`src/design/tzcpt_pkg.sv`:
```
// ----------------------------------------------------------------------------
// tzcpt_pkg
// Shared types and constants for the triac zero-cross phase timer.
// ----------------------------------------------------------------------------
package tzcpt_pkg;

  localparam int TIMER_BITS        = 16;
  localparam int FEED_FRAME_CYCLES = 1000;
  localparam int FEED_STEP_CYCLES  = 100;

  localparam int FEED_CNT_W        = 10;
  localparam int FEED_DUTY_DEFAULT = 250;
  localparam int FEED_DUTY_W       = 4;

  localparam int PHASE_W           = 8;
  localparam int PHASE_PROD_W      = 15;
  localparam int PHASE_UNIT        = 100;
  localparam int PHASE_ZERO_SUBST  = 60;
  localparam int SMOKE_PHASE_RESET = 90;

  localparam int CFG_IDX_W  = 3;
  localparam int CFG_DATA_W = 8;

  typedef enum logic [CFG_IDX_W-1:0] {
    CFG_SMOKE_ENABLE    = 3'd0,
    CFG_SMOKE_PHASE     = 3'd1,
    CFG_EXCHANGE_ENABLE = 3'd2,
    CFG_FEED_ENABLE     = 3'd3,
    CFG_FEED_DUTY       = 3'd4
  } cfg_idx_e;

  typedef struct packed {
    logic        edge_rising;
    logic [15:0] edge_time;
  } edge_item_t;

  typedef struct packed {
    logic        smoke_fire;
    logic [15:0] smoke_delay;
    logic        exchange_fire;
    logic        feed_fire;
    logic [15:0] zero_delay;
    logic [14:0] half_period;
  } result_t;

  typedef struct packed {
    logic                   enable;
    logic [FEED_DUTY_W-1:0] duty;
  } feed_cfg_t;

endpackage

```
`src/design/tzcpt_edge_track.sv`:
```
// ----------------------------------------------------------------------------
// tzcpt_edge_track
// Edge time history, mains period and next zero-crossing delay.
// ----------------------------------------------------------------------------
module tzcpt_edge_track import tzcpt_pkg::*; #(
  parameter int TimerBits = TIMER_BITS
) (
  input  logic                 clk_i,
  input  logic                 rst_ni,
  input  logic                 step_i,
  input  edge_item_t           item_i,
  output logic                 emit_o,
  output logic [TimerBits-1:0] zero_delay_o,
  output logic [TimerBits-1:0] period_o
);

  logic [TimerBits-1:0] older_fall_q, older_rise_q, last_fall_q;
  logic [TimerBits-1:0] period_q, zero_delay_q;
  logic [TimerBits-1:0] now;
  logic [TimerBits:0]   sum_a, sum_b;
  logic [TimerBits-1:0] mid_a, mid_b, period_new, delay_new;
  logic                 in_order;

  assign now      = TimerBits'(item_i.edge_time);
  assign in_order = (older_fall_q < older_rise_q) && (older_rise_q < last_fall_q) &&
                    (last_fall_q < now);

  // midpoints keep the carry before halving
  assign sum_a      = {1'b0, older_fall_q} + {1'b0, older_rise_q};
  assign sum_b      = {1'b0, last_fall_q} + {1'b0, now};
  assign mid_a      = sum_a[TimerBits:1];
  assign mid_b      = sum_b[TimerBits:1];
  assign period_new = mid_b - mid_a;
  assign delay_new  = mid_b + (period_new >> 2) - now;

  assign period_o     = in_order ? period_new : period_q;
  assign zero_delay_o = in_order ? delay_new  : zero_delay_q;
  assign emit_o       = item_i.edge_rising && (zero_delay_o != '0);

  always_ff @(posedge clk_i or negedge rst_ni) begin
    if (!rst_ni) begin
      older_fall_q <= '0;
      older_rise_q <= '0;
      last_fall_q  <= '0;
      period_q     <= '0;
      zero_delay_q <= '0;
    end else if (step_i) begin
      if (item_i.edge_rising) begin
        period_q     <= period_o;
        zero_delay_q <= zero_delay_o;
        older_fall_q <= last_fall_q;
        older_rise_q <= now;
      end else begin
        last_fall_q <= now;
      end
    end
  end

endmodule

```
`src/design/tzcpt_feed_duty.sv`:
```
// ----------------------------------------------------------------------------
// tzcpt_feed_timer
// On/off duty counter for the feed motor channel, counted in mains cycles.
// ----------------------------------------------------------------------------
module tzcpt_feed_timer import tzcpt_pkg::*; #(
  parameter int FeedFrameCycles = FEED_FRAME_CYCLES,
  parameter int FeedStepCycles  = FEED_STEP_CYCLES
) (
  input  logic      clk_i,
  input  logic      rst_ni,
  input  logic      step_i,
  input  feed_cfg_t cfg_i,
  output logic      fire_o
);

  localparam int ProdW = $clog2(((1 << FEED_DUTY_W) - 1) * FeedStepCycles + 1);

  logic [FEED_CNT_W-1:0] count_q, count_d, count_inc;
  logic                  running_q, running_d;
  logic [ProdW-1:0]      prod;
  logic [FEED_CNT_W-1:0] on_cycles, off_cycles;

  always_comb begin
    prod = ProdW'(cfg_i.duty) * ProdW'(FeedStepCycles);
    if (cfg_i.duty == '0) begin
      on_cycles  = FEED_CNT_W'(FEED_DUTY_DEFAULT);
      off_cycles = FEED_CNT_W'(FEED_DUTY_DEFAULT);
    end else begin
      // on time saturates at the full frame
      on_cycles  = (int'(prod) > FeedFrameCycles) ? FEED_CNT_W'(FeedFrameCycles)
                                                  : FEED_CNT_W'(prod);
      off_cycles = FEED_CNT_W'(FeedFrameCycles) - on_cycles;
    end
  end

  assign count_inc = count_q + FEED_CNT_W'(1);
  assign fire_o    = cfg_i.enable && running_q;

  always_comb begin
    count_d   = count_q;
    running_d = running_q;
    if (step_i && cfg_i.enable) begin
      count_d = count_inc;
      if (running_q) begin
        if (count_inc >= on_cycles) begin
          count_d   = '0;
          running_d = 1'b0;
        end
      end else if (count_inc >= off_cycles) begin
        count_d   = '0;
        running_d = 1'b1;
      end
    end
  end

  always_ff @(posedge clk_i or negedge rst_ni) begin
    if (!rst_ni) begin
      count_q   <= '0;
      running_q <= 1'b1;
    end else begin
      count_q   <= count_d;
      running_q <= running_d;
    end
  end

endmodule

```
`src/design/triac_zero_cross_phase_timer.sv`:
```
// ----------------------------------------------------------------------------
// triac_zero_cross_phase_timer
// Zero-cross edge timing to triac firing delays for smoke, exchange and feed.
// ----------------------------------------------------------------------------
// Takes one detector edge item per clock cycle with no gaps while the output
// register is not held. An accepted item sits in the input register while the
// edge tracker (and, for a result, the feed counter) updates, and its result
// (if any) is loaded into the output register as the item leaves the input
// register; a result held by the receiver keeps the input register, and with
// it the input, stalled until it is taken. Throughput is one item per cycle
// while results are taken, as the edge tracker updates its state as each item
// steps; only rising edges with a nonzero zero-crossing delay produce a result.
// Configuration writes take effect at once and should be made while no item is in flight.
module triac_zero_cross_phase_timer import tzcpt_pkg::*; #(
  parameter int TimerBits       = TIMER_BITS,
  parameter int FeedFrameCycles = FEED_FRAME_CYCLES,
  parameter int FeedStepCycles  = FEED_STEP_CYCLES
) (
  input  logic                  clk_i,
  input  logic                  rst_ni,
  input  logic                  cfg_we_i,
  input  logic [CFG_IDX_W-1:0]  cfg_index_i,
  input  logic [CFG_DATA_W-1:0] cfg_wdata_i,
  input  logic                  in_valid_i,
  output logic                  in_ready_o,
  input  edge_item_t            in_data_i,
  output logic                  out_valid_o,
  input  logic                  out_ready_i,
  output result_t               out_data_o
);

  localparam int ExtW = (TimerBits > 16) ? TimerBits : 16;

  // configuration
  logic               smoke_en_q, exchange_en_q;
  logic [PHASE_W-1:0] smoke_phase_q;
  feed_cfg_t          feed_cfg_q;

  always_ff @(posedge clk_i or negedge rst_ni) begin
    if (!rst_ni) begin
      smoke_en_q    <= 1'b0;
      smoke_phase_q <= PHASE_W'(SMOKE_PHASE_RESET);
      exchange_en_q <= 1'b0;
      feed_cfg_q    <= '0;
    end else if (cfg_we_i) begin
      case (cfg_idx_e'(cfg_index_i))
        CFG_SMOKE_ENABLE:    smoke_en_q      <= cfg_wdata_i[0];
        CFG_SMOKE_PHASE:     smoke_phase_q   <= cfg_wdata_i[PHASE_W-1:0];
        CFG_EXCHANGE_ENABLE: exchange_en_q   <= cfg_wdata_i[0];
        CFG_FEED_ENABLE:     feed_cfg_q.enable <= cfg_wdata_i[0];
        CFG_FEED_DUTY:       feed_cfg_q.duty <= cfg_wdata_i[FEED_DUTY_W-1:0];
        default: ;
      endcase
    end
  end

  // input register
  logic       in_valid_q;
  edge_item_t in_item_q;
  logic       advance, step;

  assign advance    = !out_valid_o || out_ready_i;
  assign in_ready_o = !in_valid_q || advance;
  assign step       = in_valid_q && advance;

  always_ff @(posedge clk_i or negedge rst_ni) begin
    if (!rst_ni) begin
      in_valid_q <= 1'b0;
    end else if (in_ready_o) begin
      in_valid_q <= in_valid_i;
    end
  end

  always_ff @(posedge clk_i) begin
    if (in_valid_i && in_ready_o) begin
      in_item_q <= in_data_i;
    end
  end

  // processing
  logic                 emit, feed_fire;
  logic [TimerBits-1:0] zero_delay, period, half_period, smoke_delay;
  logic [PHASE_W-1:0]   phase;
  logic [PHASE_PROD_W-1:0] phase_ticks;

  tzcpt_edge_track #(
    .TimerBits(TimerBits)
  ) u_edge_track (
    .clk_i       (clk_i),
    .rst_ni      (rst_ni),
    .step_i      (step),
    .item_i      (in_item_q),
    .emit_o      (emit),
    .zero_delay_o(zero_delay),
    .period_o    (period)
  );

  tzcpt_feed_timer #(
    .FeedFrameCycles(FeedFrameCycles),
    .FeedStepCycles (FeedStepCycles)
  ) u_feed_timer (
    .clk_i (clk_i),
    .rst_ni(rst_ni),
    .step_i(step && emit),
    .cfg_i (feed_cfg_q),
    .fire_o(feed_fire)
  );

  assign phase       = (smoke_phase_q == '0) ? PHASE_W'(PHASE_ZERO_SUBST) : smoke_phase_q;
  assign phase_ticks = PHASE_PROD_W'(phase) * PHASE_PROD_W'(PHASE_UNIT);
  assign half_period = period >> 1;
  assign smoke_delay = zero_delay + half_period - TimerBits'(phase_ticks);

  // output register
  logic    out_valid_q;
  result_t out_q;
  logic [ExtW-1:0] smoke_delay_ext, zero_delay_ext, half_period_ext;

  assign smoke_delay_ext = ExtW'(smoke_delay);
  assign zero_delay_ext  = ExtW'(zero_delay);
  assign half_period_ext = ExtW'(half_period);

  always_ff @(posedge clk_i or negedge rst_ni) begin
    if (!rst_ni) begin
      out_valid_q <= 1'b0;
    end else if (step && emit) begin
      out_valid_q <= 1'b1;
    end else if (out_ready_i) begin
      out_valid_q <= 1'b0;
    end
  end

  always_ff @(posedge clk_i) begin
    if (step && emit) begin
      out_q.smoke_fire    <= smoke_en_q;
      out_q.smoke_delay   <= smoke_delay_ext[15:0];
      out_q.exchange_fire <= exchange_en_q;
      out_q.feed_fire     <= feed_fire;
      out_q.zero_delay    <= zero_delay_ext[15:0];
      out_q.half_period   <= half_period_ext[14:0];
    end
  end

  assign out_valid_o = out_valid_q;
  assign out_data_o  = out_q;

endmodule
```
`config.mk`:
```
export PLATFORM = sky130hd
export DESIGN_NAME = triac_zero_cross_phase_timer
export DESIGN_NICKNAME = d
export VERILOG_FILES = /design/src/design/tzcpt_pkg.sv /design/src/design/tzcpt_edge_track.sv /design/src/design/tzcpt_feed_duty.sv /design/src/design/triac_zero_cross_phase_timer.sv
export SDC_FILE = /design/constraint.sdc
export NUM_CORES = 1
export LEC_CHECK = 0
export BUFFER_PORTS_ARGS = -buffer_cell sky130_fd_sc_hd__buf_2
export CORE_MARGIN = 2
export CORE_UTILIZATION = 29
export CTS_CLUSTER_SIZE = 10
export DETAILED_ROUTE_END_ITERATION = 6
export PLACE_DENSITY = 0.43
export RECOVER_POWER = 100
export SYNTH_ARGS = -nofsm -noshare
export SYNTH_HDL_FRONTEND = slang
export SYNTH_HIERARCHICAL = 1
export SYNTH_SLANG_ARGS = --single-unit
```
`constraint.sdc`:
```
create_clock -name clk_i -period 9.6 [get_ports clk_i]
set_input_delay 0 -clock clk_i [delete_from_list [all_inputs] [get_ports clk_i]]
set_output_delay 0 -clock clk_i [all_outputs]
set_load 0.02 [all_outputs]
```
==> impl_metrics.py <==
metrics = {
    "synthesis": {
        "synth.avg_cell_area_um2": 9.97,
        "synth_area_um2": 13700,
        "syn_nets": 1621,
        "yosysWarningCount": 6,
        "synthCells": 1374,
    },
    "die": {
        "die_w_um": 221,
        "die_h_um": 221,
        "io_pins": 85,
        "die-area_um2": 49000,
        "core_area_um2": 46600,
        "fp-row-count": 79,
        "initial_core_util_pct": 29.4,
    },
    "timing": {
        "hold_viol": 0,
        "period_share_pct": 86.9,
        "fmax_mhz": 120,
        "rsz0062_at_grt": "no",
        "worst_slew_pin_slew_ns": 3.55,
        "slew_headroom_pct": -136,
        "min_period_ns": 8.34,
        "skew_ns": 0.0124,
        "setup_viol": 0,
        "maxSlewViolCount": 207,
        "fin_setup_tns_ns": 0,
    },
    "grt": {
        "antenna_found_initial": 0,
        "grt_max_degree": 63,
        "grt_util_all_layers_pct": 14.4,
        "overflow": 0,
        "grt_pass1_vias": 9962,
        "grt_pass1_wl_um": 55200,
    },
    "critical_path": {
        "end_kind": "flop",
        "r2r_slack_ns": 1.26,
        "cp_slowest_cell": "nor4bb_1",
        "r2r_end": "out_data_o[48]",
        "crit_top_cell": "ha_1",
        "cpPeakStageDelay_ns": 0.63,
        "crit_arrival_ns": 8.57,
        "required_ns": 9.83,
        "crit_type": "flop to flop",
        "ff2ff_path_depth": 29,
        "cp-start-kind": "flop",
        "rr_startpoint": "in_item_q[2]",
        "path_max_fanout": 7,
    },
    "drt": {
        "totalWireLength_um": 34100,
        "wire_per_inst_um": 16.1,
        "postRouteAntennaNets": 0,
        "drtIter0Drc": 474,
        "drtPass1Iterations": 4,
        "route.detailed.drc": 0,
        "viasPerCell": 4.69,
        "via_count": 9916,
    },
    "finish": {
        "syn_to_final_growth_pct": 14.3,
        "antenna_cells": 0,
        "finish.instance_area_um2": 15600,
        "layout.nets": 1741,
        "layout-drive-gt1-share_pct": 9.62,
        "fin_util_pct": 33.6,
    },
    "clocking": {
        "clock-sinks": 174,
        "clk_path_buf_depth": 2,
        "cts_tree": "done",
        "clkLatencyLatePin_ns": 0.49,
        "numCtsBuffers": 17,
        "postCtsResizedCells": 0,
        "clockRootBuffer": "clkbuf_16",
        "htreeDepth": 4,
        "path_clk_slew_ns": 0.07,
    },
    "placement": {
        "post_dp_cell_area_um2": 14800,
        "gp_congestion": 0.817,
        "port-buffer-count": 84,
        "dp_hpwl_um": 26400,
    },
    "job": {
        "maxCapViolCount": 4,
    },
    "outcome": {
        "status": "complete, but fails checks",
        "failed_checks": "capacitance limit, slew limit",
    },
    "hold_path": {
        "hold-path-endpoint": "in_item_q[11]",
        "hold_path.class": "primary input to flop",
        "hold_path_startpoint": "in_data_i[11]",
        "hold_depth": 2,
    },
}
## per-layer routing
metal  global-route usage [%]  up-vias  part of all wire, %
li1                         -     5056                    -
met1                     20.1     4695                   51
met2                     22.3      135                   44
met3                     2.23       30                  2.7
met4                     5.78        0                  2.0
met5                        0        -                    0
## metrics by stage
| stage | hold WS, ns | std cells | setup WS, ns |
|---|---|---|---|
| CTS | 0.180 | 2114 | 1.62 |
| detailed placement | 0.164 | 2045 | 1.67 |
| global placement | 0.167 | 2045 | 1.71 |
| floorplan | -0.296 | 1374 | 2.03 |
| global route | 0.215 | 2114 | 0.479 |
| finish | 0.221 | 2114 | 1.26 |
## layout make-up
| class | instances | area [µm²] |
|---|---|---|
| flip-flops and latches | 174 | 4700 |
| repair buffers | 126 | 739 |
| inverters | 155 | 582 |
| multi-input cells | 1020 | 8300 |
| well taps | 607 | 759 |
| clock buffers | 18 | 439 |
| fillers | 4824 | 30900 |
| clock inverters | 14 | 134 |
## critical path: cells and delay by family, from the launching register on
kind / cells / cell delay, ns
fa+ha+maj: 6 / 2.30
flops: 1 / 0.41
buf+inv: 2 / 0.17
mux: 1 / 0.36
simple gates: 7 / 1.53
compound gates: 10 / 2.64
xor+xnor: 3 / 0.65
## sequential cells by signal, summed over array words and instances (netlist names), 5 cells and up
register,cells
u_edge_track/period_q,15
smoke_phase_q,8
u_feed_timer/count_q,10
u_edge_track/older_fall_q,16
u_edge_track/older_rise_q,16
u_edge_track/last_fall_q,16
out_data_o,50
in_item_q,17
u_edge_track/zero_delay_q,16
feed_cfg_q,5
## how the worst max path moves through the flow
stage	startpoint	to	cells after the start
floorplan	in_item_q[0]	u_feed_timer/count_q[7]	33
detailed placement	in_item_q[2]	out_data_o[47]	32
finish	in_item_q[2]	out_data_o[48]	29
global placement	in_item_q[2]	out_data_o[47]	32
CTS	in_item_q[4]	out_data_o[47]	32
global route	in_item_q[1]	out_data_o[46]	30
## cell usage in the layout (no fill, tap or decap), types with 23 or more instances in the layout
master / n
ha_1: 186
inv_1: 154
nand2_1: 108
dfrtp_1: 102
o21ai_0: 88
nor2_1: 80
a21oi_1: 74
edfxtp_1: 67
xnor2_1: 65
clkbuf_1: 63
mux2_2: 41
dlygate4sd3_1: 37
xor2_1: 31
fa_1: 28
nor3_1: 26
buf_2: 25
mux2_1: 23
## what timing repair did
| action | 4_1_cts | 5_1_grt |
|---|---|---|
| hold buffers | 37 | 0 |
| buffers inserted | 0 | 0 |
| hold endpoints to repair | 86 | 0 |
Power is not shown: default switching activity piles up to over one toggle a cycle in this logic, so the estimate is an artifact.
